<file path="src/rtl/mchp_pkg.sv">
`timescale 1ns / 1ps
// ----------------------------------------------------------------------------
// Heater PWM package
// Command codes, channel record type and fixed constants of the heater driver.
// ----------------------------------------------------------------------------
package mchp_pkg;

    localparam logic [2:0] CMD_TICK    = 3'd0;
    localparam logic [2:0] CMD_ALL_OFF = 3'd1;
    localparam logic [2:0] CMD_ALL_ON  = 3'd2;
    localparam logic [2:0] CMD_OFF     = 3'd3;
    localparam logic [2:0] CMD_ON      = 3'd4;
    localparam logic [2:0] CMD_ON_DUR  = 3'd5;
    localparam logic [2:0] CMD_SET_PWM = 3'd6;
    localparam logic [2:0] CMD_STEP    = 3'd7;

    localparam logic [6:0]  FULL_DUTY   = 7'd100;
    localparam logic [31:0] RUN_FOREVER = 32'hFFFF_FFFF;

    typedef struct packed {
        logic [6:0]  duty;
        logic [31:0] run_length;
        logic [31:0] run_start;
        logic [31:0] phase_start;
    } t_chan_rec;

endpackage

</file>
<file path="src/rtl/multi_channel_heater_pwm_unit.sv">
`timescale 1ns / 1ps
// ----------------------------------------------------------------------------
// Multi-channel heater PWM unit
// Slow PWM heater driver with a run timeout per channel; channel records
// live in one synchronous memory that a sequencer reads, updates and rewrites.
// ----------------------------------------------------------------------------
// Sequence: a command walks the channels in use; each channel record is read,
// updated and written back, with a modulo step before the write for a tick on a
// driven channel, plus a second restagger pass when a set command, a step or an
// expiring run flags a duty change. Throughput: one request at a time.
// Reset: synchronous, active low; clears the clock, drive bits, channel
// count and the per-entry valid bits, so every channel record reads as zero.
module multi_channel_heater_pwm_unit
    import mchp_pkg::*;
#(
    parameter int CHANNELS         = 4,
    parameter int PERIOD_MS        = 1000,
    parameter int RELAX_TIMEOUT_MS = 60000
) (
    input  logic               i_clk,
    input  logic               i_rst_n,
    input  logic               i_cfg_valid,
    output logic               o_cfg_ready,
    input  logic [2:0]         i_cfg_data,
    input  logic               i_in_valid,
    output logic               o_in_ready,
    input  logic [2:0]         i_command,
    input  logic [3:0]         i_channel,
    input  logic [6:0]         i_duty_percent,
    input  logic signed [31:0] i_duration_ms,
    output logic               o_out_valid,
    input  logic               i_out_ready,
    output logic [3:0]         o_heater_on,
    output logic               o_accepted,
    output logic [6:0]         o_channel_percent
);

    localparam int CNW = $clog2(CHANNELS + 1);
    localparam int CIW = (CHANNELS > 1) ? $clog2(CHANNELS) : 1;
    localparam int PW  = $clog2(PERIOD_MS + 1);
    localparam int AW  = PW + 1;
    localparam logic [PW-1:0] PERIOD = PW'(PERIOD_MS);

    localparam logic [2:0] S_IDLE = 3'd0;
    localparam logic [2:0] S_RD   = 3'd1;
    localparam logic [2:0] S_MOD  = 3'd2;
    localparam logic [2:0] S_DIV  = 3'd3;
    localparam logic [2:0] S_WR   = 3'd4;
    localparam logic [2:0] S_RRD  = 3'd5;
    localparam logic [2:0] S_RWR  = 3'd6;
    localparam logic [2:0] S_DONE = 3'd7;

    function automatic int on_time_of(input int d);
        return (d * PERIOD_MS) / 100;
    endfunction

    logic [PW-1:0] w_on_tab [128];
    for (genvar g = 0; g < 128; g++) begin : g_tab
        assign w_on_tab[g] = PW'(on_time_of(g));
    end

    t_chan_rec       mem [CHANNELS];
    logic [CHANNELS-1:0] r_vld;
    t_chan_rec       r_rdata;
    logic            r_rvld;
    t_chan_rec       w_rec;

    logic [2:0]      r_state;
    logic [2:0]      r_cnt;
    logic [31:0]     r_now;
    logic [3:0]      r_bits;
    logic [2:0]      r_cmd;
    logic [3:0]      r_ch;
    logic [6:0]      r_pct;
    logic [31:0]     r_dur;
    logic            r_ok;
    logic            r_vch;
    logic [6:0]      r_pct_out;
    logic [CNW-1:0]  r_idx;
    logic [AW-1:0]   r_acc;
    logic            r_flag;
    t_chan_rec       r_wrec;
    logic [31:0]     r_dx;
    logic [PW-1:0]   r_rem;
    logic [2:0]      r_dcnt;
    logic            r_out_valid;
    logic [3:0]      r_out_bits;
    logic            r_out_acc;
    logic [6:0]      r_out_pct;

    logic [CNW-1:0]  w_n;
    logic            w_in_vch;
    logic            w_in_ok;
    logic            w_last;
    logic [31:0]     w_base;
    logic            w_sel;
    logic            w_exp;
    logic            w_kill;
    t_chan_rec       n_wrec;
    logic            n_flag;
    logic [AW-1:0]   n_acc;
    logic [AW-1:0]   n_racc;
    logic [PW-1:0]   n_rem;
    logic [PW:0]     w_t;
    logic            w_wr_en;
    t_chan_rec       w_wr_data;

    assign w_n = (32'(r_cnt) > CHANNELS) ? CNW'(CHANNELS) : CNW'(r_cnt);
    assign w_in_vch = 32'(i_channel) < 32'(w_n);
    assign w_in_ok = (i_command == CMD_TICK) || (i_command == CMD_ALL_OFF)
        || (i_command == CMD_ALL_ON) || (i_command == CMD_STEP)
        || (w_in_vch && !((i_command == CMD_SET_PWM) && (i_duty_percent > FULL_DUTY)));
    assign w_last = !(32'(r_idx) + 32'd1 < 32'(w_n));
    assign w_base = r_now - 32'(PERIOD_MS);
    assign w_rec = r_rvld ? r_rdata : '0;
    assign w_sel = 32'(r_idx) == 32'(r_ch);
    assign w_exp = (r_now - w_rec.run_start) > w_rec.run_length;

    assign o_cfg_ready = 1'b1;
    assign o_in_ready = (r_state == S_IDLE);
    assign o_out_valid = r_out_valid;
    assign o_heater_on = r_out_bits;
    assign o_accepted = r_out_acc;
    assign o_channel_percent = r_out_pct;

    always_comb begin
        n_wrec = w_rec;
        n_flag = r_flag;
        w_kill = 1'b0;
        if (r_ok) begin
            unique case (r_cmd)
                CMD_TICK: begin
                    w_kill = w_exp && (w_rec.duty != 7'd0);
                    if (w_kill) begin
                        n_wrec.duty = 7'd0;
                    end
                    n_flag = r_flag || w_kill;
                    n_wrec.phase_start = n_flag ? (w_base + 32'(r_acc)) : w_rec.phase_start;
                end
                CMD_ALL_OFF, CMD_ALL_ON: begin
                    n_wrec.duty = (r_cmd == CMD_ALL_ON) ? FULL_DUTY : 7'd0;
                    n_wrec.run_length = (r_cmd == CMD_ALL_ON) ? RUN_FOREVER : 32'd0;
                    n_flag = 1'b1;
                end
                CMD_OFF, CMD_ON: begin
                    if (w_sel) begin
                        n_wrec.duty = (r_cmd == CMD_ON) ? FULL_DUTY : 7'd0;
                        n_wrec.run_length = (r_cmd == CMD_ON) ? RUN_FOREVER : 32'd0;
                    end
                    n_flag = 1'b1;
                end
                CMD_ON_DUR, CMD_SET_PWM: begin
                    if (w_sel) begin
                        n_wrec.duty = (r_cmd == CMD_ON_DUR) ? FULL_DUTY : r_pct;
                        n_wrec.run_length = r_dur[31] ? RUN_FOREVER : r_dur;
                        n_wrec.run_start = r_now;
                    end
                    n_flag = 1'b1;
                end
                CMD_STEP: begin
                    if (w_rec.duty != 7'd0) begin
                        n_wrec.duty = w_rec.duty - 7'd1;
                        n_wrec.run_length = (w_rec.run_length != RUN_FOREVER)
                            ? 32'(RELAX_TIMEOUT_MS) : RUN_FOREVER;
                        n_flag = 1'b1;
                    end
                end
                default: begin
                    n_flag = r_flag;
                end
            endcase
        end
    end

    always_comb begin
        n_acc = r_acc + AW'(w_on_tab[n_wrec.duty]);
        if (n_acc > AW'(PERIOD)) begin
            n_acc = n_acc - AW'(PERIOD);
        end
        n_racc = r_acc + AW'(w_on_tab[w_rec.duty]);
        if (n_racc > AW'(PERIOD)) begin
            n_racc = n_racc - AW'(PERIOD);
        end
    end

    always_comb begin
        n_rem = r_rem;
        w_t = '0;
        for (int k = 0; k < 4; k++) begin
            w_t = {n_rem, r_dx[31 - k]};
            if (w_t >= {1'b0, PERIOD}) begin
                w_t = w_t - {1'b0, PERIOD};
            end
            n_rem = w_t[PW-1:0];
        end
    end

    always_comb begin
        w_wr_en = 1'b0;
        w_wr_data = r_wrec;
        if (r_state == S_WR) begin
            w_wr_en = 1'b1;
        end else if (r_state == S_RWR) begin
            w_wr_en = 1'b1;
            w_wr_data = w_rec;
            w_wr_data.phase_start = w_base + 32'(r_acc);
        end
    end

    always_ff @(posedge i_clk) begin
        r_rdata <= mem[r_idx[CIW-1:0]];
        r_rvld <= r_vld[r_idx[CIW-1:0]];
        if (w_wr_en) begin
            mem[r_idx[CIW-1:0]] <= w_wr_data;
        end
    end

    always_ff @(posedge i_clk) begin
        if (!i_rst_n) begin
            r_state <= S_IDLE;
            r_cnt <= 3'd0;
            r_now <= 32'd0;
            r_bits <= 4'd0;
            r_vld <= '0;
            r_out_valid <= 1'b0;
            r_idx <= '0;
        end else begin
            if (i_cfg_valid) begin
                r_cnt <= i_cfg_data;
            end
            if (r_out_valid && i_out_ready && (r_state != S_DONE)) begin
                r_out_valid <= 1'b0;
            end
            if (w_wr_en) begin
                r_vld[r_idx[CIW-1:0]] <= 1'b1;
            end
            unique case (r_state)
                S_IDLE: begin
                    if (i_in_valid) begin
                        r_cmd <= i_command;
                        r_ch <= i_channel;
                        r_pct <= i_duty_percent;
                        r_dur <= i_duration_ms;
                        r_ok <= w_in_ok;
                        r_vch <= w_in_vch;
                        r_pct_out <= 7'd0;
                        r_idx <= '0;
                        r_acc <= '0;
                        r_flag <= 1'b0;
                        if (i_command == CMD_TICK) begin
                            r_now <= r_now + 32'd1;
                            r_bits <= 4'd0;
                        end
                        r_state <= (w_n == '0) ? S_DONE : S_RD;
                    end
                end
                S_RD: begin
                    r_state <= S_MOD;
                end
                S_MOD: begin
                    r_wrec <= n_wrec;
                    r_flag <= n_flag;
                    r_acc <= n_acc;
                    if (w_sel) begin
                        r_pct_out <= n_wrec.duty;
                    end
                    r_dx <= r_now - n_wrec.phase_start;
                    r_rem <= '0;
                    r_dcnt <= 3'd0;
                    r_state <= (r_ok && (r_cmd == CMD_TICK) && (n_wrec.duty != 7'd0))
                        ? S_DIV : S_WR;
                end
                S_DIV: begin
                    r_rem <= n_rem;
                    r_dx <= {r_dx[27:0], 4'd0};
                    r_dcnt <= r_dcnt + 3'd1;
                    if (r_dcnt == 3'd7) begin
                        r_state <= S_WR;
                    end
                end
                S_WR: begin
                    if (r_ok && (r_cmd == CMD_TICK) && (r_wrec.duty != 7'd0)
                        && (r_rem <= w_on_tab[r_wrec.duty])) begin
                        r_bits <= r_bits | 4'(32'd1 << r_idx);
                    end
                    if (w_last) begin
                        r_idx <= '0;
                        r_acc <= '0;
                        r_state <= r_flag ? S_RRD : S_DONE;
                    end else begin
                        r_idx <= r_idx + CNW'(1);
                        r_state <= S_RD;
                    end
                end
                S_RRD: begin
                    r_state <= S_RWR;
                end
                S_RWR: begin
                    r_acc <= n_racc;
                    if (w_last) begin
                        r_idx <= '0;
                        r_state <= S_DONE;
                    end else begin
                        r_idx <= r_idx + CNW'(1);
                        r_state <= S_RRD;
                    end
                end
                S_DONE: begin
                    if (!r_out_valid || i_out_ready) begin
                        r_out_valid <= 1'b1;
                        r_out_bits <= r_bits;
                        r_out_acc <= r_ok;
                        r_out_pct <= r_vch ? r_pct_out : 7'd0;
                        r_state <= S_IDLE;
                    end
                end
                default: begin
                    r_state <= S_IDLE;
                end
            endcase
        end
    end

endmodule

</file>
<file path="config.mk">
export PLATFORM = sky130hd
export DESIGN_NAME = multi_channel_heater_pwm_unit
export DESIGN_NICKNAME = d
export VERILOG_FILES = /design/src/rtl/mchp_pkg.sv /design/src/rtl/multi_channel_heater_pwm_unit.sv
export SDC_FILE = /design/constraint.sdc
export NUM_CORES = 1
export LEC_CHECK = 0
export BUFFER_PORTS_ARGS = -buffer_cell sky130_fd_sc_hd__buf_2
export CORE_ASPECT_RATIO = 2
export CORE_MARGIN = 2
export CORE_UTILIZATION = 45
export DETAILED_ROUTE_END_ITERATION = 8
export SLEW_MARGIN = 10
export SYNTH_ARGS = -nofsm -noshare
export SYNTH_HDL_FRONTEND = slang
export SYNTH_SLANG_ARGS = --single-unit
</file>
<file path="constraint.sdc">
create_clock -name i_clk -period 13.7 [get_ports i_clk]
set_input_delay 0.685 -clock i_clk [delete_from_list [all_inputs] [get_ports i_clk]]
set_output_delay 0.685 -clock i_clk [all_outputs]
set_load 0.02 [all_outputs]
</file>
After elaboration in Yosys (flattened, before gate mapping)

Memories as Yosys holds them, arrays and structs flattened. A register that Yosys moved wholly into a read port is not among the register bits.
Index checks and enable logic that the tools add are counted.

Bits in registers: 278
Memory bits (writable): 412
ROM bits: 3840
Input bits: 54
Output and inout port bits: 15
Word-level logic and storage cells: 222
Memories: 4

$add $sub $neg: 17
$lt $le $gt $ge: 17
Eq/ne operators: 31
Shifts and indexed selects: 1
Mux-type cells: 74
Bitwise logic cells: 5
Reduce and logical (&&, ||, !) cells: 46

Memory list:

| memory           | depth | bits a word | rd ports | clocked after memory_dff | write ports | RTL line                             | text |
|---|---|---|---|---|---|---|---|
| (name not given) | 128   | 10          | 1        | 0                        | 0           | multi_channel_heater_pwm_unit.sv:283 | `&& (r_rem <= w_on_tab[r_wrec.duty])) begin` |
| (name not given) | 128   | 10          | 1        | 0                        | 0           | multi_channel_heater_pwm_unit.sv:180 | `n_racc = r_acc + AW'(w_on_tab[w_rec.duty]);` |
| (name not given) | 128   | 10          | 1        | 0                        | 0           | multi_channel_heater_pwm_unit.sv:176 | `n_acc = r_acc + AW'(w_on_tab[n_wrec.duty]);` |
| mem              | 4     | 103         | 1        | 1                        | 1           | multi_channel_heater_pwm_unit.sv:62  | `t_chan_rec mem [CHANNELS];` |

Operator list:

| operator                                               | count |
|---|---|
| 2-to-1 mux 103 bit                                     | 4 |
| 2-to-1 mux 32 bit                                      | 7 |
| case mux 32 bit (4 select lines)                       | 1 |
| 2-to-1 mux 10 bit                                      | 10 |
| 2-to-1 mux 39 bit                                      | 2 |
| 2-to-1 mux 71 bit                                      | 1 |
| case mux 32 bit (2 select lines)                       | 1 |
| subtractor 32 bit                                      | 2 |
| >= comparator 11 x 10 -> 1 bit (second input constant) | 4 |
| 2-to-1 mux 11 bit                                      | 4 |
| case mux 11 bit (4 select lines)                       | 1 |
| 2-to-1 mux 7 bit                                       | 6 |
| subtractor 10 bit (second input constant)              | 4 |
| case mux 7 bit (5 select lines)                        | 1 |
| equality test 3 bit (second input constant)            | 11 |
| adder 32 x 1 -> 32 bit (second input constant)         | 1 |
| adder 32 x 11 -> 32 bit                                | 1 |
| greater-than comparator 32 bit                         | 1 |
| != test 32 bit (second input constant)                 | 1 |
| subtractor 32 x 10 -> 32 bit (second input constant)   | 1 |
| 2-to-1 mux 3 bit                                       | 9 |
| >= comparator 8 bit (second input constant)            | 3 |
| inverter 7 -> 8 bit                                    | 3 |
| case mux 3 bit (8 select lines)                        | 1 |
| other kinds (44)                                       | 111 |

Longest topological paths before layout

Gate-level depths: netlist of the first run.

Depth after elaboration: 16
Gate-level depth with buffers: 48
Gate-level depth less buffers: 44

Worst setup path before layout of the first run

No wires, ideal clock.

Path kind: register to register
From: reg r_rvld
To: reg r_acc[6] (data pin)
Library setup time: 0.270 ns
Arrival time: 9.740 ns
Data required time: 13.430 ns
Path slack: 3.690 ns
Cell stages (with the launch flop): 47
Buffers on the path: 4
Clock period less this slack: 10.010 ns
Path through: dfxtp_1 > clkbuf_1 > clkbuf_1 > clkbuf_1 > buf_1 > nand2_1 > inv_1 > ha_1 > inv_1 > fa_1 > a21o_1 > a21oi_1 > o21bai_1 > a21oi_1 > o21ai_0 > and3_1 > o31ai_1 > o21ai_0 > [11 not listed] > nor2_1 > o22ai_1 > inv_1 > ha_1 > a21oi_1 > o22ai_1 > o2bb2ai_1 > mux2_2 > ha_1 > inv_1 > o21bai_1 > a21oi_1 > or4b_2 > o2111ai_1 > a41oi_1 > nor3b_1 > xnor2_1 > o22ai_1

RTL lines:

| what                     | RTL line                             | text |
|---|---|---|
| start: declaration       | multi_channel_heater_pwm_unit.sv:65  | `logic r_rvld;` |
| start signal: assignment | multi_channel_heater_pwm_unit.sv:212 | `r_rvld <= r_vld[r_idx[CIW-1:0]];` |
| end signal: assignment   | multi_channel_heater_pwm_unit.sv:263 | `r_acc <= n_acc;` |
| end signal: assignment   | multi_channel_heater_pwm_unit.sv:299 | `r_acc <= n_racc;` |
| end: declaration         | multi_channel_heater_pwm_unit.sv:80  | `logic [AW-1:0] r_acc;` |

==> results of run 1 <==
cells in the mapped netlist (all sizes together), types with 18 or more instances:
cell type | n | area [µm²]
a31oi | 18 | 119
a21o | 54 | 405
o21a | 47 | 353
ha | 207 | 2590
dfxtp | 154 | 3080
a21oi | 294 | 1470
nor3 | 43 | 220
xor2 | 47 | 419
a211oi | 20 | 150
and3 | 22 | 138
and2 | 64 | 400
nand2b | 33 | 206
nor2b | 22 | 138
xnor2 | 118 | 1030
mux4 | 104 | 2340
buf | 32 | 149
nand3 | 73 | 365
o21ai | 269 | 1350
nand4 | 31 | 194
nand2 | 329 | 1230
inv | 135 | 507
edfxtp | 638 | 19200
clkbuf | 111 | 417
nor2 | 158 | 593
final timing paths:
| kind | from | endpoint | slack [ns] | cells after the start |
|---|---|---|---|---|
| setup / recovery | r_rvld | r_acc[6] | 2.94 | 41 |
| hold / removal | i_duration_ms[7] | r_dur[7] | 0.19 | 1 |
| hold reg to reg | r_bits[2] | o_heater_on[2] | 0.45 | 0 |
| setup reg to reg | r_rvld | r_acc[6] | 2.94 | 41 |
metal layers:
layer,vias to the layer above,part of all wire,track usage
li1,12300,-,-
met1,12900,0.43,0.287
met2,661,0.51,0.384
met3,133,0.041,0.0255
met4,0,0.025,0.0643
met5,-,0,0
cells by family after synthesis:
logic type / after synthesis / share of synthesized area
AOI/OAI and AO/OA: 855 / 0.131
adders and majority gates: 212 / 0.0687
xor gates and xnor gates: 165 / 0.0371
muxes: 121 / 0.0645
and+or+nand+nor: 848 / 0.103
DFF: 792 / 0.568
other: 1 / 0.0000958
buffers and inverters: 280 / 0.0276
critical path: cells and delay by family (launching register included):
| family | cells | cell delay, ns |
|---|---|---|
| XOR/XNOR | 1 | 0.16 |
| flip-flops | 1 | 0.56 |
| adder cells (fa/ha/maj) | 4 | 1.16 |
| AND/OR/NAND/NOR | 13 | 3.42 |
| multiplexers | 1 | 0.26 |
| AO/OA/AOI/OAI | 19 | 4.17 |
| buffers and inverters | 3 | 0.71 |
through the flow:
step	setup WS (ns)	power, mW	std cells	hold slack [ns]	instance area, µm²
after floorplan	3.69	5.26	3274	0.409	39200
after global placement	3.28	5.93	4416	0.425	40900
after detailed placement	3.04	5.98	4416	0.428	40900
after CTS	3.00	8.12	4552	0.143	43400
after global routing	2.06	8.54	4552	0.168	43400
final	2.94	8.08	4552	0.191	43400
registers in the layout, summed over array words and instances, names as in the netlist, 3 cells and up:
register           flops
r_dx                  32
o_channel_percent      7
r_now                 32
r_vld                  4
r_idx                  3
r_dcnt                 3
mem                  412
r_bits                 4
o_heater_on            4
r_acc                 10
r_ch                   4
r_cmd                  3
r_pct                  7
r_pct_out              7
r_dur                 32
r_state                3
r_wrec               103
r_rdata              103
r_cnt                  3
r_rem                 10
layout make-up:
cell class | instances | area [µm²]
fillers | 7653 | 43200
flip-flops and latches | 792 | 22300
multi-input cells | 2202 | 15900
clock buffers | 97 | 2030
well taps | 1162 | 1450
repair buffers | 123 | 756
inverters | 137 | 514
clock inverters | 39 | 445
power by group:
| part | switching [mW] | internal, mW | total [mW] |
|---|---|---|---|
| clock network | 0.913 | 1.21 | 2.12 |
| registers | 0.197 | 3.08 | 3.28 |
| logic | 1.63 | 1.06 | 2.68 |
| total | 2.74 | 5.34 | 8.08 |
==> impl_metrics.csv, run 1 <==
group,metric,value,unit
clock_network,post-cts-setup-buffers,0,
synth,ys_types,93,
worst_setup_path,start_kind,"register",
grt,track_usage,0.220,
final_layout,postLayoutCoreUtil,0.501,
clock_network,cts_tree,"done",
clock_network,cts_resized,0,
synth,async_flop_share,0,
timing,hold_viol_final,0,
outcome,status,"finished, final reports clean",
floorplan,die_w,213,µm
timing,slew_headroom,0.248,
routing,first_pass_iters,6,
routing,via_count,26000,
clock_network,cts_sinks,792,
worst_setup_path,crit_fanout,37,
worst_setup_path,slowest_delay,0.64,ns
synth,ys_seq_elements,792,
floorplan,die-area,89600,µm²
routing,wl,97900,µm
worst_setup_path,end_kind,"register",
routing,drt-initial-drc-count,1996,
timing,clock_skew,0.0286,ns
placed_design,dp_hpwl,66600,µm
clock_network,cts_buffer_depth,3,
floorplan,ioPinCount,69,
synth,synth_ff_type,"edfxtp_1",
synth,synth_edf_count,638,
placed_design,gp_congestion,0.885,
worst_setup_path,critPathKind,"reg -> reg",
routing,post_drt_wl_per_cell,21.5,µm
synth,synthesis.area,39200,µm²
floorplan,fp-row-count,153,
synth,syn_inst,3274,
power_and_ir_drop,power.density,186,nW/µm²
timing,tightest_slew,1.13,ns
hold_path,hold_class,"in -> reg",
clock_network,cts_made_buffers,73,
grt,grt_pass1_wl,151000,µm
clock_network,clkTransAtPathRegs,0.07,ns
grt,grt_max_degree,84,
final_layout,mostFrequentLayoutCell,"edfxtp_1",
floorplan,start_util,0.453,
synth,syn_avg_cell_area,12.0,µm²
placed_design,port_buffers,67,
worst_setup_path,cp.required,14.08,ns
grt,grt.overflow.total,0,
timing,finalMaxSlewViolations,0,
clock_network,hold_buffers,0,
final_layout,area_delta_synth_final,10.7,%
timing,setup-tns-final,0,ns
timing,finalCriticalPeriod,10.76,ns
final_layout,final_layout_size_suffix_gt1_frac,0.115,
final_layout,mostFrequentLayoutCells,"638 x edfxtp_1, 328 x nand2_1, 294 x a21oi_1, 261 x o21ai_0, 207 x ha_1",
synth,synth.net_count,3540,
routing,vias_per_cell,5.72,
timing,rsz0062_at_grt,"false",
clock_network,htreeDepth,3,
timing,fmax,92.9,MHz
final_layout,fin_nets,3595,
clock_network,clock_latency,0.67,ns
power_and_ir_drop,cellLeakagePower,15.7,nW
floorplan,die_h,421,µm
synth,ys_warn_count,0,
clock_network,root_buffer,"clkbuf_16",
synth,ys_seq_area_frac,0.568,
final_layout,antenna_cells,0,
run,drv_cap,0,
routing,ant_nets,0,
worst_setup_path,timing.critical_path.mode_cell,"a21oi_1",
timing,setup_viol,0,
routing,drc,0,
timing,fin_crit_sh,0.786,
worst_setup_path,slowest_stage,"o22ai_1",
grt,antenna_found_initial,2,
worst_setup_path,worstPathArrival,11.14,ns
floorplan,core,86500,µm²
power_and_ir_drop,ir_worst_vdd,0.000126,V
grt,grt_pass1_vias,25500,
No activity file was read; power rests on OpenSTA's default activity.
==> run 2: changes to the inputs <==
ABC_AREA = 1   (was default)
clock period = 9.8 ns   (was 13.7 ns; I/O delays follow)
==> run 2 against run 1 <==
Worst setup slack got worse by 2.1 ns; total power increased by 49%; register-to-register slack got worse by 2.1 ns; largest cell class unchanged; die area increased by 1.0%; clock skew increased by 0.0042 ns; largest power group is now combinational logic; synthesized cell count increased by 25%.
==> impl_metrics.csv, run 2 <==
group,metric,value,unit
clock_network,htreeDepth,3,
routing,drc,0,
final_layout,fin_nets,4463,
routing,drt-initial-drc-count,2115,
worst_setup_path,timing.critical_path.mode_cell,"nand2_1",
worst_setup_path,slowest_delay,0.42,ns
clock_network,cts_sinks,792,
routing,via_count,30200,
final_layout,mostFrequentLayoutCells,"749 x nand2_1, 638 x edfxtp_1, 509 x o21ai_0, 409 x nor2_1, 381 x inv_1",
grt,grt_pass1_wl,174000,µm
placed_design,gp_congestion,0.970,
routing,vias_per_cell,5.58,
worst_setup_path,slowest_stage,"o21ai_0",
final_layout,final_layout_size_suffix_gt1_frac,0.0780,
grt,track_usage,0.257,
clock_network,root_buffer,"clkbuf_16",
run,drv_cap,0,
power_and_ir_drop,ir_worst_vdd,0.000143,V
floorplan,ioPinCount,69,
routing,post_drt_wl_per_cell,21.5,µm
synth,syn_avg_cell_area,9.65,µm²
grt,grt.overflow.total,0,
timing,fin_crit_sh,0.917,
synth,ys_types,62,
timing,finalCriticalPeriod,8.98,ns
final_layout,postLayoutCoreUtil,0.505,
floorplan,start_util,0.454,
synth,syn_inst,4102,
worst_setup_path,worstPathArrival,9.41,ns
worst_setup_path,cp.required,10.23,ns
power_and_ir_drop,cellLeakagePower,18.0,nW
floorplan,core,87100,µm²
timing,rsz0062_at_grt,"false",
synth,synth_ff_type,"edfxtp_1",
timing,tightest_slew,1.20,ns
floorplan,die-area,90500,µm²
synth,synthTopCellsByArea,"edfxtp_1 48%, dfxtp_1 7.8%, nand2_1 7.1%",
timing,clock_skew,0.0328,ns
timing,finalMaxSlewViolations,0,
synth,synth.net_count,4368,
synth,async_flop_share,0,
floorplan,die_w,214,µm
timing,setup_viol,0,
final_layout,fill_cells,7977,
grt,grt_max_degree,115,
clock_network,cts_made_buffers,71,
routing,wl,117000,µm
routing,first_pass_iters,6,
synth,ys_seq_elements,792,
clock_network,cts_buffer_depth,3,
synth,synth.most_common_cell,"nand2_1",
synth,yosysTopAreaCell,"edfxtp_1",
timing,setup-tns-final,0,ns
hold_path,hold_class,"in -> reg",
grt,grt_pass1_vias,30100,
worst_setup_path,critPathKind,"reg -> reg",
synth,synthesis.area,39600,µm²
synth,synth_commonest_cells,"749 x nand2_1, 638 x edfxtp_1, 509 x o21ai_0",
timing,fmax,111,MHz
worst_setup_path,crit_fanout,36,
clock_network,cts_tree,"done",
placed_design,dp_hpwl,80600,µm
clock_network,clkTransAtPathRegs,0.07,ns
synth,synth_top_area_share,0.484,
grt,antenna_found_initial,1,
placed_design,port_buffers,67,
timing,slew_headroom,0.195,
worst_setup_path,end_kind,"register",
outcome,status,"finished, final reports clean",
power_and_ir_drop,power.density,274,nW/µm²
final_layout,area_delta_synth_final,11.2,%
clock_network,clock_latency,0.67,ns
synth,ys_seq_area_frac,0.562,
floorplan,die_h,423,µm
timing,hold_viol_final,0,
worst_setup_path,start_kind,"register",
final_layout,mostFrequentLayoutCell,"nand2_1",
final_layout,largest_reg_flops,412,
synth,synth_edf_count,638,
floorplan,fp-row-count,153,
synth,ys_warn_count,0,
routing,ant_nets,0,
## run 2: changes by cell type in the layout (fill, tap and decap cells not counted), sizes merged, moves of 61 or more
cell   before  now
nor2      158  431
xnor2     118   32
and2       64    3
o22ai      16  135
nand2     329  778
inv       139  400
o21ai     269  525
mux4      104    0
a21oi     294  216
## run 2: area by class of cell
class,count,area (µm²),share of cell area
inverters,403,1530,0.0349
diodes,1,2.50,0.0000569
clock inverters,34,285,0.00649
repair buffers,172,1220,0.0277
well taps,1162,1450,0.0331
multi-input cells,2757,15300,0.348
clock buffers,97,1940,0.0440
flip-flops and latches,792,22300,0.506
## run 2: metal layers
layer,part of all wire,vias to the layer above,GRT usage
met2,0.54,832,0.492
li1,-,14400,-
met5,0,-,0
met1,0.36,14700,0.259
met3,0.036,320,0.0307
met4,0.064,0,0.159
## run 2: cells by family after synthesis
family,share of synthesized area
AO/OA/AOI/OAI,0.137
other,0.0000948
XOR/XNOR,0.0272
adder cells (fa/ha/maj),0.0680
AND/OR/NAND/NOR,0.153
flip-flops,0.562
buffers and inverters,0.0527
## run 2: path summary, 6_finish.rpt
kind	start	to	slack (ns)	cells past startpoint
min	i_duty_percent[4]	r_pct[4]	0.05	1
max	r_rvld	r_dx[31]	0.82	52
min reg2reg	r_bits[0]	o_heater_on[0]	0.44	0
max reg2reg	r_rvld	r_dx[31]	0.82	52
## run 2: where the power goes
group          leakage, nW  internal, mW  switching (mW)
clock                 1.08          1.46            1.27
combinational         9.78          1.48            3.27
sequential            7.10          4.35           0.214
total                 18.0          7.28            4.75
## run 2: stage by stage
| stage | power (mW) | hold WS [ns] | instances | worst slack (ns) | instance area (µm²) |
|---|---|---|---|---|---|
| 2_1_floorplan | 7.87 | 0.409 | 4102 | 1.32 | 39600 |
| 3_3_place_gp | 9.27 | 0.423 | 5248 | 0.895 | 41400 |
| 3_5_place_dp | 9.32 | 0.427 | 5248 | 0.758 | 41400 |
| 4_1_cts | 12.1 | 0.000626 | 5417 | 0.748 | 44000 |
| 5_1_grt | 12.8 | 0.0275 | 5418 | 0.0566 | 44000 |
| 6_report | 12.0 | 0.0487 | 5418 | 0.816 | 44000 |
## run 2: critical path, delay by kind of cell, from the launching register on
family                   cells  cell delay, ns
AO/OA/AOI/OAI               14            2.89
XOR/XNOR                     1            0.07
adder cells (fa/ha/maj)      3            1.05
buffers and inverters        5            0.91
flip-flops                   1            0.38
AND/OR/NAND/NOR             29            3.42
## run 2: repair_timing
action,4_1_cts,5_1_grt
setup buffers,0,0
setup endpoints to repair,0,9
hold buffers,38,0
hold endpoints to repair,38,0
resized for setup,0,2
==> run 3: changes to the inputs <==
--- a/config.mk
+++ b/config.mk
@@ -7,3 +7,2 @@
 export LEC_CHECK = 0
-export ABC_AREA = 1
 export BUFFER_PORTS_ARGS = -buffer_cell sky130_fd_sc_hd__buf_2
==> constraint.sdc (replaced) <==
create_clock -name i_clk -period 9.8 [get_ports i_clk]
set_input_delay 1.96 -clock i_clk [delete_from_list [all_inputs] [get_ports i_clk]]
set_output_delay 1.96 -clock i_clk [all_outputs]
set_load 0.02 [all_outputs]
==> run 3 against run 2 <==
Clock power grew 12%; combinational power down 19%; design area is 0.71% lower; hold slack improved by 0.42 ns; clock skew is essentially flat; global-route usage fell by 2.9 points; die area is 1.0% lower; sequential share of layout area is 0.36 points higher; worst setup slack got worse by 0.12 ns; sequential cell count stayed put; non-clock buffer count shrank 39.
==> impl_metrics.csv, run 3 (same netlist as run 1, synthesis figures left out) <==
group,metric,value,unit
worst_setup_path,timing.critical_path.mode_cell,"a21oi_1",
clock_network,clock_latency,0.67,ns
worst_setup_path,worstPathArrival,9.47,ns
timing,tightest_slew,1.18,ns
timing,fmax,110,MHz
power_and_ir_drop,cellLeakagePower,15.8,nW
run,drv_cap,0,
power_and_ir_drop,ir_worst_vdd,0.000186,V
final_layout,fill_cells,7643,
timing,finalMaxSlewViolations,0,
worst_setup_path,slowest_stage,"or3_1",
power_and_ir_drop,combPwrFrac,0.336,
final_layout,area_delta_synth_final,11.5,%
final_layout,mostFrequentLayoutCell,"edfxtp_1",
timing,slew_headroom,0.205,
worst_setup_path,cp.required,10.17,ns
floorplan,core,86500,µm²
grt,grt.overflow.total,0,
clock_network,cts_sinks,792,
timing,clock_skew,0.0326,ns
floorplan,fp-row-count,153,
routing,via_count,26200,
floorplan,die_h,421,µm
grt,grt_pass1_wl,154000,µm
timing,fin_crit_sh,0.929,
floorplan,die_w,213,µm
clock_network,cts_made_buffers,75,
final_layout,multiInputGateArea,16000,µm²
routing,first_pass_iters,7,
floorplan,ioPinCount,69,
outcome,status,"finished, final reports clean",
timing,setup-tns-final,0,ns
timing,hold_viol_final,0,
routing,drt-initial-drc-count,2117,
final_layout,final_layout_size_suffix_gt1_frac,0.123,
floorplan,die-area,89600,µm²
clock_network,clkTransAtPathRegs,0.07,ns
final_layout,postLayoutCoreUtil,0.505,
routing,vias_per_cell,5.75,
final_layout,fin_nets,3607,
clock_network,root_buffer,"clkbuf_16",
routing,post_drt_wl_per_cell,22.4,µm
grt,antenna_found_initial,1,
timing,setup_viol,0,
worst_setup_path,slowest_delay,0.43,ns
timing,finalCriticalPeriod,9.10,ns
worst_setup_path,critPathKind,"reg -> reg",
final_layout,seq_area,22300,µm²
power_and_ir_drop,p_seq_frac,0.398,
grt,grt_max_degree,108,
power_and_ir_drop,p_sw_frac,0.341,
routing,drc,0,
placed_design,dp_hpwl,69100,µm
power_and_ir_drop,p_sw,3.91,mW
clock_network,htreeDepth,3,
worst_setup_path,crit_fanout,31,
grt,track_usage,0.228,
floorplan,start_util,0.453,
final_layout,largest_reg_flops,412,
clock_network,cts_buffer_depth,3,
grt,grt_pass1_vias,25800,
power_and_ir_drop,power.share.clock,0.266,
clock_network,cts_tree,"done",
hold_path,hold_class,"reg -> reg",
placed_design,port_buffers,67,
worst_setup_path,end_kind,"register",
routing,ant_nets,0,
placed_design,gp_congestion,0.919,
power_and_ir_drop,power.density,263,nW/µm²
routing,wl,102000,µm
final_layout,mostFrequentLayoutCells,"638 x edfxtp_1, 328 x nand2_1, 293 x a21oi_1, 258 x o21ai_0, 207 x ha_1",
worst_setup_path,start_kind,"register",
power_and_ir_drop,cell_internal_pwr,7.56,mW
==> run 3: per-stage QoR <==
| stage | worst slack (ns) | power (mW) | hold WS [ns] | area [µm²] | cells |
|---|---|---|---|---|---|
| finish | 0.700 | 11.5 | 0.465 | 43700 | 4566 |
| global route | -0.0183 | 12.1 | 0.486 | 43700 | 4565 |
| global placement | 0.418 | 8.34 | 0.446 | 41000 | 4424 |
| CTS | 0.268 | 11.5 | 0.466 | 43600 | 4563 |
| detailed placement | 0.312 | 8.40 | 0.452 | 41000 | 4424 |
| floorplan | 0.0688 | 7.36 | 0.409 | 39200 | 3274 |
==> run 3: cell type report <==
type	instances	area share
antenna	1	0.0000573
tap	1162	0.0333
multi-input combinational	2202	0.366
inverter	137	0.0118
clock buffer	99	0.0484
sequential	792	0.509
clock inverter	40	0.0105
timing repair buffer	133	0.0203
==> run 3: final timing paths <==
path	slack [ns]	startpoint	end	cells after the start
max	0.70	r_now[0]	r_dx[31]	42
min	0.47	r_vld[3]	r_vld[3]	1
max reg2reg	0.70	r_now[0]	r_dx[31]	42
min reg2reg	0.47	r_vld[3]	r_vld[3]	1
==> run 3: worst max-delay path: cells and delay by family, from the launching register on <==
| family | cells | cell delay (ns) |
|---|---|---|
| DFF | 1 | 0.33 |
| adders and majority gates | 4 | 1.30 |
| buffers and inverters | 5 | 0.73 |
| and+or+nand+nor | 10 | 1.98 |
| xor gates and xnor gates | 3 | 0.56 |
| AOI/OAI and AO/OA | 20 | 3.90 |
==> run 3: power by group through the flow <==
| stage | combinational [mW] | sequential [mW] | clock (mW) |
|---|---|---|---|
| floorplan | 2.86 | 4.50 | 0 |
| global placement | 3.71 | 4.63 | 0 |
| detailed placement | 3.77 | 4.63 | 0 |
| CTS | 3.79 | 4.57 | 3.12 |
| global route | 4.27 | 4.61 | 3.23 |
| finish | 3.85 | 4.57 | 3.05 |
==> run 3: repair_timing <==
| item | in CTS | in global routing |
|---|---|---|
| hold buffers | 0 | 0 |
| resized for setup | 0 | 17 |
| buffers inserted | 0 | 1 |
| endpoints found under the setup margin | 0 | 16 |
==> run 3: metal layers <==
layer	track usage	vias up	wire length, µm	part of all wire
met5	0	-	0	0
met4	0.0921	0	3830	0.037
met3	0.0250	167	4710	0.046
met2	0.394	722	51400	0.50
met1	0.290	13000	42300	0.41
li1	-	12400	-	-
